**config.mk**
```make
export PLATFORM = sky130hd
export DESIGN_NAME = serial_control_port_master_core
export DESIGN_NICKNAME = d
export VERILOG_FILES = /design/src/hdl/scpm_pkg.sv /design/src/hdl/serial_control_port_master_core.sv
export SDC_FILE = /design/constraint.sdc
export NUM_CORES = 1
export LEC_CHECK = 0
export BUFFER_PORTS_ARGS = -buffer_cell sky130_fd_sc_hd__buf_2
export CAP_MARGIN = 25
export CORE_MARGIN = 5
export CORE_UTILIZATION = 40
export CTS_BUF_LIST = sky130_fd_sc_hd__clkbuf_8
export CTS_CLUSTER_DIAMETER = 120
export DETAILED_ROUTE_END_ITERATION = 7
export GPL_ROUTABILITY_DRIVEN = 1
export SETUP_SLACK_MARGIN = 0.05
export SYNTH_ARGS = -nofsm -noshare
export SYNTH_HDL_FRONTEND = slang
export SYNTH_SLANG_ARGS = --single-unit
export TNS_END_PERCENT = 20
```
**constraint.sdc**
```tcl
create_clock -name clk -period 4.95 [get_ports clk]
set_input_delay 1.2375 -clock clk [delete_from_list [all_inputs] [get_ports clk]]
set_output_delay 1.2375 -clock clk [all_outputs]
set_load 0.005 [all_outputs]
```
**src/hdl/scpm_pkg.sv**
```systemverilog
package scpm_pkg;

    localparam int unsigned HALF_W = 16;
    localparam int unsigned CHIP_W = 2;
    localparam int unsigned ADDR_W = 5;
    localparam int unsigned BYTE_W = 8;
    localparam int unsigned FRAME_W = 16;
    localparam int unsigned BITCNT_W = 5;
    localparam int unsigned CFG_IDX_W = 2;

    // Operation codes of an input transaction.
    localparam logic [1:0] OP_TICK  = 2'd0;
    localparam logic [1:0] OP_WRITE = 2'd1;
    localparam logic [1:0] OP_READ  = 2'd2;

    // Configuration register indexes.
    localparam logic [CFG_IDX_W-1:0] CFG_HALF_PERIOD = 2'd0;
    localparam logic [CFG_IDX_W-1:0] CFG_DAC_CHIP    = 2'd1;
    localparam logic [CFG_IDX_W-1:0] CFG_TX_CHIP     = 2'd2;

    localparam logic [HALF_W-1:0] HALF_PERIOD_RESET = 16'd50;
    localparam logic [CHIP_W-1:0] DAC_CHIP_RESET    = 2'd1;
    localparam logic [CHIP_W-1:0] TX_CHIP_RESET     = 2'd3;

    localparam logic [BITCNT_W-1:0] WRITE_BITS = 5'd16;
    localparam logic [BITCNT_W-1:0] READ_BITS  = 5'd8;

    typedef enum logic [6:0] {
        PH_IDLE    = 7'b0000001,
        PH_SETUP   = 7'b0000010,
        PH_TX_LOW  = 7'b0000100,
        PH_TX_HIGH = 7'b0001000,
        PH_RX_LOW  = 7'b0010000,
        PH_RX_HIGH = 7'b0100000,
        PH_CLOSE   = 7'b1000000
    } phase_t;

endpackage

```
**src/hdl/serial_control_port_master_core.sv**
```systemverilog
// Serial control-port master for two codec chips sharing one serial clock and one
// data line, each with its own active-low select. Each input is a tick, a write or
// read start, or an unused code; each produces exactly one result transaction
// holding the pin levels after it, busy, done, reject and the last read byte.
// The block takes one transaction per clock cycle as long as the result side is
// ready: an input register feeds one stage of next-state logic that writes the
// protocol state and the result register together. Configuration must only be
// written while idle.
module serial_control_port_master_core (
    input  logic                                clk,
    input  logic                                rst_n,
    input  logic                                in_valid,
    output logic                                in_ready,
    input  logic [1:0]                          operation,
    input  logic                                target,
    input  logic [scpm_pkg::ADDR_W-1:0]         reg_address,
    input  logic [scpm_pkg::BYTE_W-1:0]         write_data,
    input  logic                                serial_in,
    output logic                                out_valid,
    input  logic                                out_ready,
    output logic                                serial_clock,
    output logic                                serial_out,
    output logic                                dac_select_n,
    output logic                                tx_select_n,
    output logic                                busy_res,
    output logic                                transfer_done,
    output logic [scpm_pkg::BYTE_W-1:0]         rx_byte,
    output logic                                rejected,
    input  logic                                cfg_write,
    input  logic [scpm_pkg::CFG_IDX_W-1:0]      cfg_index,
    input  logic [scpm_pkg::HALF_W-1:0]         cfg_data
);
    import scpm_pkg::*;

    // Configuration.
    logic [HALF_W-1:0] half_period_reg;
    logic [CHIP_W-1:0] dac_chip_reg;
    logic [CHIP_W-1:0] tx_chip_reg;

    // Input register.
    logic              s1_valid_reg;
    logic [1:0]        s1_op_reg;
    logic              s1_target_reg;
    logic [ADDR_W-1:0] s1_addr_reg;
    logic [BYTE_W-1:0] s1_wdata_reg;
    logic              s1_sin_reg;

    // Protocol state.
    phase_t              phase_reg, phase_next;
    logic [BITCNT_W-1:0] bit_count_reg, bit_count_next;
    logic [HALF_W-1:0]   tick_count_reg, tick_count_next;
    logic [FRAME_W-1:0]  frame_shift_reg, frame_shift_next;
    logic [BYTE_W-1:0]   capture_reg, capture_next;
    logic                active_target_reg, active_target_next;
    logic                read_mode_reg, read_mode_next;
    logic                clock_level_reg, clock_level_next;
    logic                data_level_reg, data_level_next;
    logic [1:0]          select_reg, select_next;

    // Result register.
    logic              out_valid_reg;
    logic              res_clock_reg;
    logic              res_data_reg;
    logic              res_dac_sel_reg;
    logic              res_tx_sel_reg;
    logic              res_busy_reg;
    logic              res_done_reg;
    logic [BYTE_W-1:0] res_read_reg;
    logic              res_rej_reg;

    logic              advance;
    logic              step;
    logic              done_next;
    logic              rej_next;
    logic [HALF_W:0]   tick_sum;
    logic [HALF_W-1:0] half_eff;
    logic [CHIP_W-1:0] chip_code;
    logic [BITCNT_W-1:0] bit_dec;

    assign advance  = !out_valid_reg || out_ready;
    assign in_ready = !s1_valid_reg || advance;
    assign step     = s1_valid_reg && advance;

    always_ff @(posedge clk or negedge rst_n)
    begin
        if (!rst_n)
        begin
            half_period_reg <= HALF_PERIOD_RESET;
            dac_chip_reg    <= DAC_CHIP_RESET;
            tx_chip_reg     <= TX_CHIP_RESET;
        end
        else if (cfg_write)
        begin
            case (cfg_index)
                CFG_HALF_PERIOD: half_period_reg <= cfg_data;
                CFG_DAC_CHIP:    dac_chip_reg    <= cfg_data[CHIP_W-1:0];
                CFG_TX_CHIP:     tx_chip_reg     <= cfg_data[CHIP_W-1:0];
                default:         ;
            endcase
        end
    end

    always_ff @(posedge clk or negedge rst_n)
    begin
        if (!rst_n)
        begin
            s1_valid_reg <= 1'b0;
        end
        else if (in_ready)
        begin
            s1_valid_reg <= in_valid;
        end
    end

    always_ff @(posedge clk)
    begin
        if (in_valid && in_ready)
        begin
            s1_op_reg     <= operation;
            s1_target_reg <= target;
            s1_addr_reg   <= reg_address;
            s1_wdata_reg  <= write_data;
            s1_sin_reg    <= serial_in;
        end
    end

    always_comb
    begin
        phase_next         = phase_reg;
        bit_count_next     = bit_count_reg;
        tick_count_next    = tick_count_reg;
        frame_shift_next   = frame_shift_reg;
        capture_next       = capture_reg;
        active_target_next = active_target_reg;
        read_mode_next     = read_mode_reg;
        clock_level_next   = clock_level_reg;
        data_level_next    = data_level_reg;
        select_next        = select_reg;
        done_next          = 1'b0;
        rej_next           = 1'b0;

        half_eff  = (half_period_reg == '0) ? HALF_W'(1) : half_period_reg;
        tick_sum  = {1'b0, tick_count_reg} + (HALF_W+1)'(1);
        chip_code = s1_target_reg ? tx_chip_reg : dac_chip_reg;
        bit_dec   = (bit_count_reg == '0) ? '0 : bit_count_reg - BITCNT_W'(1);

        if (s1_op_reg == OP_WRITE || s1_op_reg == OP_READ)
        begin
            if (phase_reg != PH_IDLE)
            begin
                rej_next = 1'b1;
            end
            else
            begin
                active_target_next = s1_target_reg;
                read_mode_next     = (s1_op_reg == OP_READ);
                if (s1_op_reg == OP_READ)
                begin
                    frame_shift_next = {chip_code, 1'b0, s1_addr_reg, 8'h00};
                    bit_count_next   = READ_BITS;
                end
                else
                begin
                    frame_shift_next = {chip_code, 1'b1, s1_addr_reg, s1_wdata_reg};
                    bit_count_next   = WRITE_BITS;
                end
                clock_level_next = 1'b1;
                data_level_next  = 1'b1;
                select_next      = 2'b11;
                tick_count_next  = '0;
                phase_next       = PH_SETUP;
            end
        end
        else if (s1_op_reg == OP_TICK && phase_reg != PH_IDLE)
        begin
            if (tick_sum >= {1'b0, half_eff})
            begin
                tick_count_next = '0;
                case (phase_reg)
                    PH_SETUP:
                    begin
                        // Select the addressed chip and drive the first frame bit.
                        select_next      = active_target_reg ? 2'b01 : 2'b10;
                        clock_level_next = 1'b0;
                        data_level_next  = frame_shift_reg[FRAME_W-1];
                        frame_shift_next = {frame_shift_reg[FRAME_W-2:0], 1'b0};
                        phase_next       = PH_TX_LOW;
                    end
                    PH_TX_LOW:
                    begin
                        clock_level_next = 1'b1;
                        phase_next       = PH_TX_HIGH;
                    end
                    PH_TX_HIGH:
                    begin
                        bit_count_next = bit_dec;
                        if (bit_dec != '0)
                        begin
                            clock_level_next = 1'b0;
                            data_level_next  = frame_shift_reg[FRAME_W-1];
                            frame_shift_next = {frame_shift_reg[FRAME_W-2:0], 1'b0};
                            phase_next       = PH_TX_LOW;
                        end
                        else if (read_mode_reg)
                        begin
                            clock_level_next = 1'b0;
                            bit_count_next   = READ_BITS;
                            frame_shift_next = '0;
                            phase_next       = PH_RX_LOW;
                        end
                        else
                        begin
                            phase_next = PH_CLOSE;
                        end
                    end
                    PH_RX_LOW:
                    begin
                        clock_level_next = 1'b1;
                        frame_shift_next = {8'h00, frame_shift_reg[BYTE_W-2:0], s1_sin_reg};
                        phase_next       = PH_RX_HIGH;
                    end
                    PH_RX_HIGH:
                    begin
                        bit_count_next = bit_dec;
                        if (bit_dec != '0)
                        begin
                            clock_level_next = 1'b0;
                            phase_next       = PH_RX_LOW;
                        end
                        else
                        begin
                            capture_next = frame_shift_reg[BYTE_W-1:0];
                            phase_next   = PH_CLOSE;
                        end
                    end
                    default:
                    begin
                        clock_level_next = 1'b1;
                        data_level_next  = 1'b1;
                        select_next      = 2'b11;
                        bit_count_next   = '0;
                        phase_next       = PH_IDLE;
                        done_next        = 1'b1;
                    end
                endcase
            end
            else
            begin
                tick_count_next = tick_sum[HALF_W-1:0];
            end
        end
    end

    always_ff @(posedge clk or negedge rst_n)
    begin
        if (!rst_n)
        begin
            phase_reg         <= PH_IDLE;
            bit_count_reg     <= '0;
            tick_count_reg    <= '0;
            frame_shift_reg   <= '0;
            capture_reg       <= '0;
            active_target_reg <= 1'b0;
            read_mode_reg     <= 1'b0;
            clock_level_reg   <= 1'b1;
            data_level_reg    <= 1'b1;
            select_reg        <= 2'b11;
        end
        else if (step)
        begin
            phase_reg         <= phase_next;
            bit_count_reg     <= bit_count_next;
            tick_count_reg    <= tick_count_next;
            frame_shift_reg   <= frame_shift_next;
            capture_reg       <= capture_next;
            active_target_reg <= active_target_next;
            read_mode_reg     <= read_mode_next;
            clock_level_reg   <= clock_level_next;
            data_level_reg    <= data_level_next;
            select_reg        <= select_next;
        end
    end

    always_ff @(posedge clk or negedge rst_n)
    begin
        if (!rst_n)
        begin
            out_valid_reg <= 1'b0;
        end
        else if (advance)
        begin
            out_valid_reg <= s1_valid_reg;
        end
    end

    always_ff @(posedge clk)
    begin
        if (step)
        begin
            res_clock_reg   <= clock_level_next;
            res_data_reg    <= data_level_next;
            res_dac_sel_reg <= select_next[0];
            res_tx_sel_reg  <= select_next[1];
            res_busy_reg    <= (phase_next != PH_IDLE);
            res_done_reg    <= done_next;
            res_read_reg    <= capture_next;
            res_rej_reg     <= rej_next;
        end
    end

    assign out_valid     = out_valid_reg;
    assign serial_clock  = res_clock_reg;
    assign serial_out    = res_data_reg;
    assign dac_select_n  = res_dac_sel_reg;
    assign tx_select_n   = res_tx_sel_reg;
    assign busy_res      = res_busy_reg;
    assign transfer_done = res_done_reg;
    assign rx_byte       = res_read_reg;
    assign rejected      = res_rej_reg;

`ifndef SYNTH
    // A finished transfer is never also busy, and never rejected.
    assert property (@(posedge clk) disable iff (!rst_n)
        out_valid && transfer_done |-> !busy_res && !rejected)
        else $error("done reported together with busy or reject");

    // At most one chip is ever selected.
    assert property (@(posedge clk) disable iff (!rst_n)
        $onehot0(~select_reg))
        else $error("both chip selects low");

    // While idle all serial lines rest high.
    assert property (@(posedge clk) disable iff (!rst_n)
        phase_reg == PH_IDLE |-> clock_level_reg && data_level_reg && select_reg == 2'b11)
        else $error("lines not idle high while idle");

    // An empty result register never blocks the input side.
    assert property (@(posedge clk) disable iff (!rst_n)
        !out_valid_reg |-> in_ready)
        else $error("input stalled with empty result register");

    // A reject leaves the protocol state untouched.
    assert property (@(posedge clk) disable iff (!rst_n)
        step && rej_next |=> $stable(phase_reg) && $stable(frame_shift_reg))
        else $error("rejected start changed state");
`endif

endmodule

```
==> Yosys cells after proc, flatten, opt, wreduce, memory -nomap -nowiden <==
Cells that the tools add are included.
{ "totals": {"input_bits": 40, "out_inout_bits": 17, "memories": 0, "reg_bits": 112, "latch_bits": 0, "wordCells": 134, "mem_bits_rw": 0, "mem_bits_ro": 0} }
{ "classes": {"addsub": 2, "shift": 0, "n_reduce_logical": 28, "n_lt_le_gt_ge": 1, "muxes": 58, "div_mod_pow": 0, "eq_ne": 14, "bitwise_logic": 3, "mul": 0} }
{ "op_table": {"columns": ["op", "n"], "rows": [
  ["2-to-1 mux 16 bit", 11],
  ["2-to-1 mux 7 bit", 7],
  ["one-hot mux 16 bit (3 select lines)", 1],
  ["2-to-1 mux 5 bit", 8],
  ["2-to-1 mux 8 bit", 5],
  ["one-hot mux 7 bit (5 select lines)", 1],
  ["adder 16 x 1 -> 17 bit, second input constant", 1],
  [">= comparator 17 x 16 -> 1 bit", 1],
  ["zero test 16 bit", 1],
  ["one-hot mux 5 bit (3 select lines)", 1],
  ["2-to-1 mux 1 bit", 14],
  ["2-to-1 mux 14 bit", 1],
  ["!= test 7 x 1 -> 1 bit, second input constant", 2],
  ["2-to-1 mux 2 bit", 6],
  ["OR reduction 3 bit", 3],
  ["equality test 7 x 2 -> 1 bit, second input constant", 1],
  ["equality test 7 x 3 -> 1 bit, second input constant", 1],
  ["equality test 7 x 4 -> 1 bit, second input constant", 1],
  ["equality test 7 x 5 -> 1 bit, second input constant", 1],
  ["equality test 7 x 6 -> 1 bit, second input constant", 1],
  ["one-hot mux 1 bit (3 select lines)", 2],
  ["AND reduction 2 bit", 3],
  ["AND reduction 3 bit", 2],
  ["AND reduction 6 bit", 1],
  ["other kinds (19)", 30]
]} }

==> Logic depth before layout (Yosys ltp) <==
{ "depth": {"depth_word": 9, "ltp_mapped": 14, "ltp_nobuf": 12} }

==> Worst setup path after synthesis <==
Ideal clock, no wire load.
{ "synth_path": {"path_type": "register to register", "start": "register tick_count_reg[0]", "end": "register frame_shift_reg[0]", "required_ns": 4.825, "period_less_slack_ns": 3.443, "stages_incl_launch_ff": 14, "path_slack_ns": 1.507, "arrival_time_ns": 3.318, "setup_ns": 0.125, "path_buffers": 1, "path_cell_list": "dfrtp_1 > ha_1 > nand4_1 > nor2_1 > and4_1 > xor2_1 > ha_1 > and3_1 > a221o_1 > a211oi_2 > nand3_2 > o211ai_4 > buf_12 > mux2_4"} }
{ "synth_between": {"elab_chain_cells": 4} }
{ "synth_rtl": {"columns": ["item", "line", "text"], "rows": [
  ["from (decl)", "serial_control_port_master_core.sv:51", "logic [HALF_W-1:0] tick_count_reg, tick_count_next;"],
  ["from (signal assigned)", "serial_control_port_master_core.sv:273", "tick_count_reg <= tick_count_next;"],
  ["adder 16 x 1 -> 17 bit", "serial_control_port_master_core.sv:143", "tick_sum = {1'b0, tick_count_reg} + (HALF_W+1)'(1);"],
  [">= comparator 17 x 16 -> 1 bit", "serial_control_port_master_core.sv:176", "if (tick_sum >= {1'b0, half_eff})"],
  ["nonzero test 2 bit (no line)", null, null],
  ["AND reduction 6 bit (no line)", null, null],
  ["to (signal assigned)", "serial_control_port_master_core.sv:274", "frame_shift_reg <= frame_shift_next;"],
  ["to (decl)", "serial_control_port_master_core.sv:52", "logic [FRAME_W-1:0] frame_shift_reg, frame_shift_next;"]
]} }
Every way passes these cells.
A chain may end at the register's enable or synchronous reset.

==> Worst setup path after layout <==
{ "layout_path": {"start": "register tick_count_reg[0]", "end": "register capture_reg[1]"} }
{ "layout_between": {"elab_chain_cells": 5} }
{ "layout_rtl": {"columns": ["item", "line", "text"], "rows": [
  ["adder 16 x 1 -> 17 bit", "serial_control_port_master_core.sv:143", null],
  [">= comparator 17 x 16 -> 1 bit", "serial_control_port_master_core.sv:176", null],
  ["2-to-1 mux 8 bit", "serial_control_port_master_core.sv:176", null],
  ["2-to-1 mux 8 bit", "serial_control_port_master_core.sv:174", "else if (s1_op_reg == OP_TICK && phase_reg != PH_IDLE)"],
  ["2-to-1 mux 8 bit", "serial_control_port_master_core.sv:147", "if (s1_op_reg == OP_WRITE || s1_op_reg == OP_READ)"],
  ["to (signal assigned)", "serial_control_port_master_core.sv:275", "capture_reg <= capture_next;"],
  ["to (decl)", "serial_control_port_master_core.sv:53", "logic [BYTE_W-1:0] capture_reg, capture_next;"]
]} }
Every way passes these cells.

==> run summary <==
The run finished with clean final reports. During synthesis, Yosys emitted a total of 0 warnings. The run gives 0.519 as the post-synthesis sequential area ratio.

The largest individual stage delay along the critical path comes from the cell sky130_fd_sc_hd__nor2_2. For the final routed database, the setup TNS stands at 0 ns. For the length of the first detailed-routing pass in iterations, the log shows 4. The count of buffer and inverter cells on the critical path is 0, and the later-pin clock latency in the skew report is 0.40 ns. STA classifies the critical path startpoint as a flop.

Net load switching power: 0.608 mW. Leakage power summed over all cells: 3.01 nW. The total global routing overflow is 0.

The most used flip-flop cell after synthesis is sky130_fd_sc_hd__dfrtp_1. Class of the worst hold path: reg -> reg. The count of buffers from port buffering works out to 56. The worst setup path is of the reg -> reg kind.

The run gives 0 as the hold violation count in the final report. The kind of cell with the highest combined delay along the critical path is simple AND/OR/NAND/NOR gates. The share of async-settable or async-resettable flops after synthesis was 0.714; the number of cells after detailed placement was 723.

The number of global-route vias before repair was 4179. Share of the core filled with cells in the final layout: 0.461. Along the worst path, the maximum fanout reaches 15. The number of enable-type register cells in the synthesized netlist came out at 32. The routed layout has 4135 vias. The critical path data arrival time was 4.37 ns. The critical path endpoint category is a flop. The run gives 3 as the number of H-tree branching levels. After synthesis, the cell types taking the most area are sky130_fd_sc_hd__dfrtp_1, sky130_fd_sc_hd__edfxtp_1, sky130_fd_sc_hd__mux2_2.

Setup repair after global routing left no endpoint under its margin. The combined global-route utilization of all metal layers is 0.160. The floorplan die width was 130 µm. The proportion of power drawn by flip-flops and latches is 0.555, and the cell count of the worst hold path is 1. The run gives 0.245 GHz as the upper clock frequency limit. The transition at the pin with the smallest max-transition slack came out at 1.01 ns.

Cell internal power was estimated by the tool at 1.43 mW. Counting buffers and inverters, the worst setup path is 12 cells deep. The number of antenna diodes in the final layout is 0.

The cell taking the most area after synthesis is sky130_fd_sc_hd__dfrtp_1. A synthesized cell averages 11.6 µm². The core region is 14000 µm².

The root buffer cell chosen for the clock tree is sky130_fd_sc_hd__clkbuf_8. The share of Yosys cell area claimed by the top area cell type came out at 0.301. The mean number of vias per cell works out to 5.59. The number of antenna violations at the first check in global routing is 0. For this design, the sink count on the clock tree is 112. Ranked by instance count, the synthesized netlist is headed by sky130_fd_sc_hd__dfrtp_1, sky130_fd_sc_hd__nand2_1, sky130_fd_sc_hd__mux2_2. The first global-routing pass estimated 21000 µm of wire.

The number of cells on the worst reg-to-reg path is 12. For the post-synthesis cell type count, the log shows 67. In this run the remaining antenna-violating nets after routing total 0. In this design, the stage delay of the slowest critical-path cell is 0.60 ns. The die covers 16800 µm². At the end of routability-driven placement, the weighted congestion stood at 0.894. Final-report setup violation count: 0.

The switching part of the total was 0.299. For the final HPWL from detailed placement, the log shows 9170 µm. Across the run, the number of max-cap violations was 0. The number of clock buffers added by TritonCTS is 9. In this run the core area contains 43 standard-cell rows. The tools report the starting density of the core as 0.410. The worst voltage drop across the vdd grid was 0.180 mV; the areal power density over the cells was 316 nW/µm².

The worst setup slack before clock tree synthesis was 0.995 ns. For the count of hold buffers inserted by post-cts repair, the log shows 0. For the finished layout, the period the worst path requires is 4.08 ns. Summed over all layers, the routed wires come to 12700 µm.

The proportion of layout cells with a drive suffix above 1 works out to 0.263. Most common cell in the synthesized netlist: sky130_fd_sc_hd__dfrtp_1. The worst register-to-register path has a setup slack of 0.87 ns. When the netlist entered floorplanning its net count stood at 554. After the flow finishes, the layout carries non-filler instances totaling 740. 57 I/O pins were placed. The layout has 1303 filler cells. Gate count after technology mapping: 494. The tools report the remaining design rule violation count as 0.

For the total cell area at the placement stage, the log shows 6220 µm². Clock-pin slew was measured on the worst setup and hold paths at 0.11 ns. The fraction of the cycle the final worst path needs was 0.824; the number of resized instances in the post-cts repair step was 0.

The run gives 615 as the number of nets in the layout. The cell repeated most along the worst path was sky130_fd_sc_hd__ha_1. The clock group share of total power is 0.266, and the layout overhead on the synthesized area is 12.4%. The synthesized netlist occupies a cell area of 5730 µm². The synthesized design contains 112 register bits. The vertical die dimension came out at 130 µm. Headroom to the max-slew limit: 0.322. After layout, the worst setup slack is 0.871 ns. The routed wire length per instance is 17.2 µm, and the number of design-rule violations left by the first detailed-router iteration is 280.

After clock tree synthesis, the setup repair step added 0 buffers. The tools report the part of the power in combinational logic as 0.179. TritonCTS built the clock tree.

The critical path goes through ha_1, nand4_1, nor2_1, and4_1, xor2_1, ha_1, and3_1, a221o_1, a211o_1, nor2_2, nor3_4, mux2_2. Number of max-slew violations in the final report: 0. With fillers left out, the area of the finished cells amounts to 6440 µm².

Entering global routing, the biggest net connects 81 pins. The clock passes through at most 2 buffers. Between clock sinks in the finished design, the worst skew comes to 0.0185 ns. The endpoint required time on the critical path is 5.24 ns.
## worst paths after layout
| kind | start | end |
|---|---|---|
| worst max-delay path | tick_count_reg[0] | capture_reg[1] |
| worst min-delay path | select_reg[0] | select_reg[0] |
| max in group asynchronous | rst_n | dac_chip_reg[0] |
| worst min register to register | select_reg[0] | select_reg[0] |
| min in group asynchronous | rst_n | half_period_reg[7] |
| worst max register to register | tick_count_reg[0] | capture_reg[1] |
## cells by family after synthesis
kind of cell    Yosys count  synth area share
compound gates          118             0.156
xor+xnor                 14            0.0214
fa+ha+maj                20            0.0436
buf+inv                  39            0.0290
flops                   112             0.519
mux                      48            0.0993
simple gates            143             0.131
## power by group through the flow
stage	combinational (mW)	clock, mW	sequential, mW
floorplan	0.258	0	1.13
global placement	0.353	0	1.14
detailed placement	0.364	0	1.15
CTS	0.365	0.564	1.13
global route	0.414	0.600	1.14
finish	0.364	0.542	1.13
## cell type report
| cell class | instances | area, µm² | share of cell area |
|---|---|---|---|
| Timing Repair Buffer | 62 | 348 | 0.0540 |
| Tap cell | 180 | 225 | 0.0349 |
| Clock inverter | 7 | 73.8 | 0.0115 |
| Clock buffer | 9 | 124 | 0.0192 |
| Sequential cell | 112 | 2980 | 0.462 |
| Multi-Input combinational cell | 343 | 2600 | 0.403 |
| Inverter | 27 | 101 | 0.0157 |
## metal layers
layer | vias to the layer above | wire length [µm] | GRT usage
met5 | - | 0 | 0
met4 | 0 | 309 | 0.0605
met3 | 28 | 634 | 0.0352
met2 | 100 | 5950 | 0.245
met1 | 2033 | 5810 | 0.224
li1 | 1974 | - | -
## stage by stage
stage / hold WS, ns / power [mW]
4_1_cts: 0.506 / 2.06
6_report: 0.508 / 2.04
3_5_place_dp: 0.489 / 1.51
2_1_floorplan: 0.457 / 1.38
3_3_place_gp: 0.478 / 1.50
5_1_grt: 0.512 / 2.16
## layout by cell type, fill, tap and decap left out, types with 11 or more instances in the layout
cell type / Yosys / layout
sky130_fd_sc_hd__a21oi_1: 12 / 12
sky130_fd_sc_hd__a22o_1: 12 / 12
sky130_fd_sc_hd__a32o_1: 11 / 11
sky130_fd_sc_hd__buf_2: 3 / 55
sky130_fd_sc_hd__dfrtp_1: 69 / 69
sky130_fd_sc_hd__dfstp_2: 11 / 11
sky130_fd_sc_hd__edfxtp_1: 32 / 32
sky130_fd_sc_hd__ha_1: 20 / 20
sky130_fd_sc_hd__inv_1: 26 / 27
sky130_fd_sc_hd__mux2_2: 35 / 35
sky130_fd_sc_hd__nand2_1: 42 / 42
sky130_fd_sc_hd__nand3_1: 12 / 12
sky130_fd_sc_hd__nor2_1: 20 / 20
sky130_fd_sc_hd__nor3_1: 13 / 13
sky130_fd_sc_hd__o21ai_0: 30 / 30
Power figures use the tool's default switching activity.
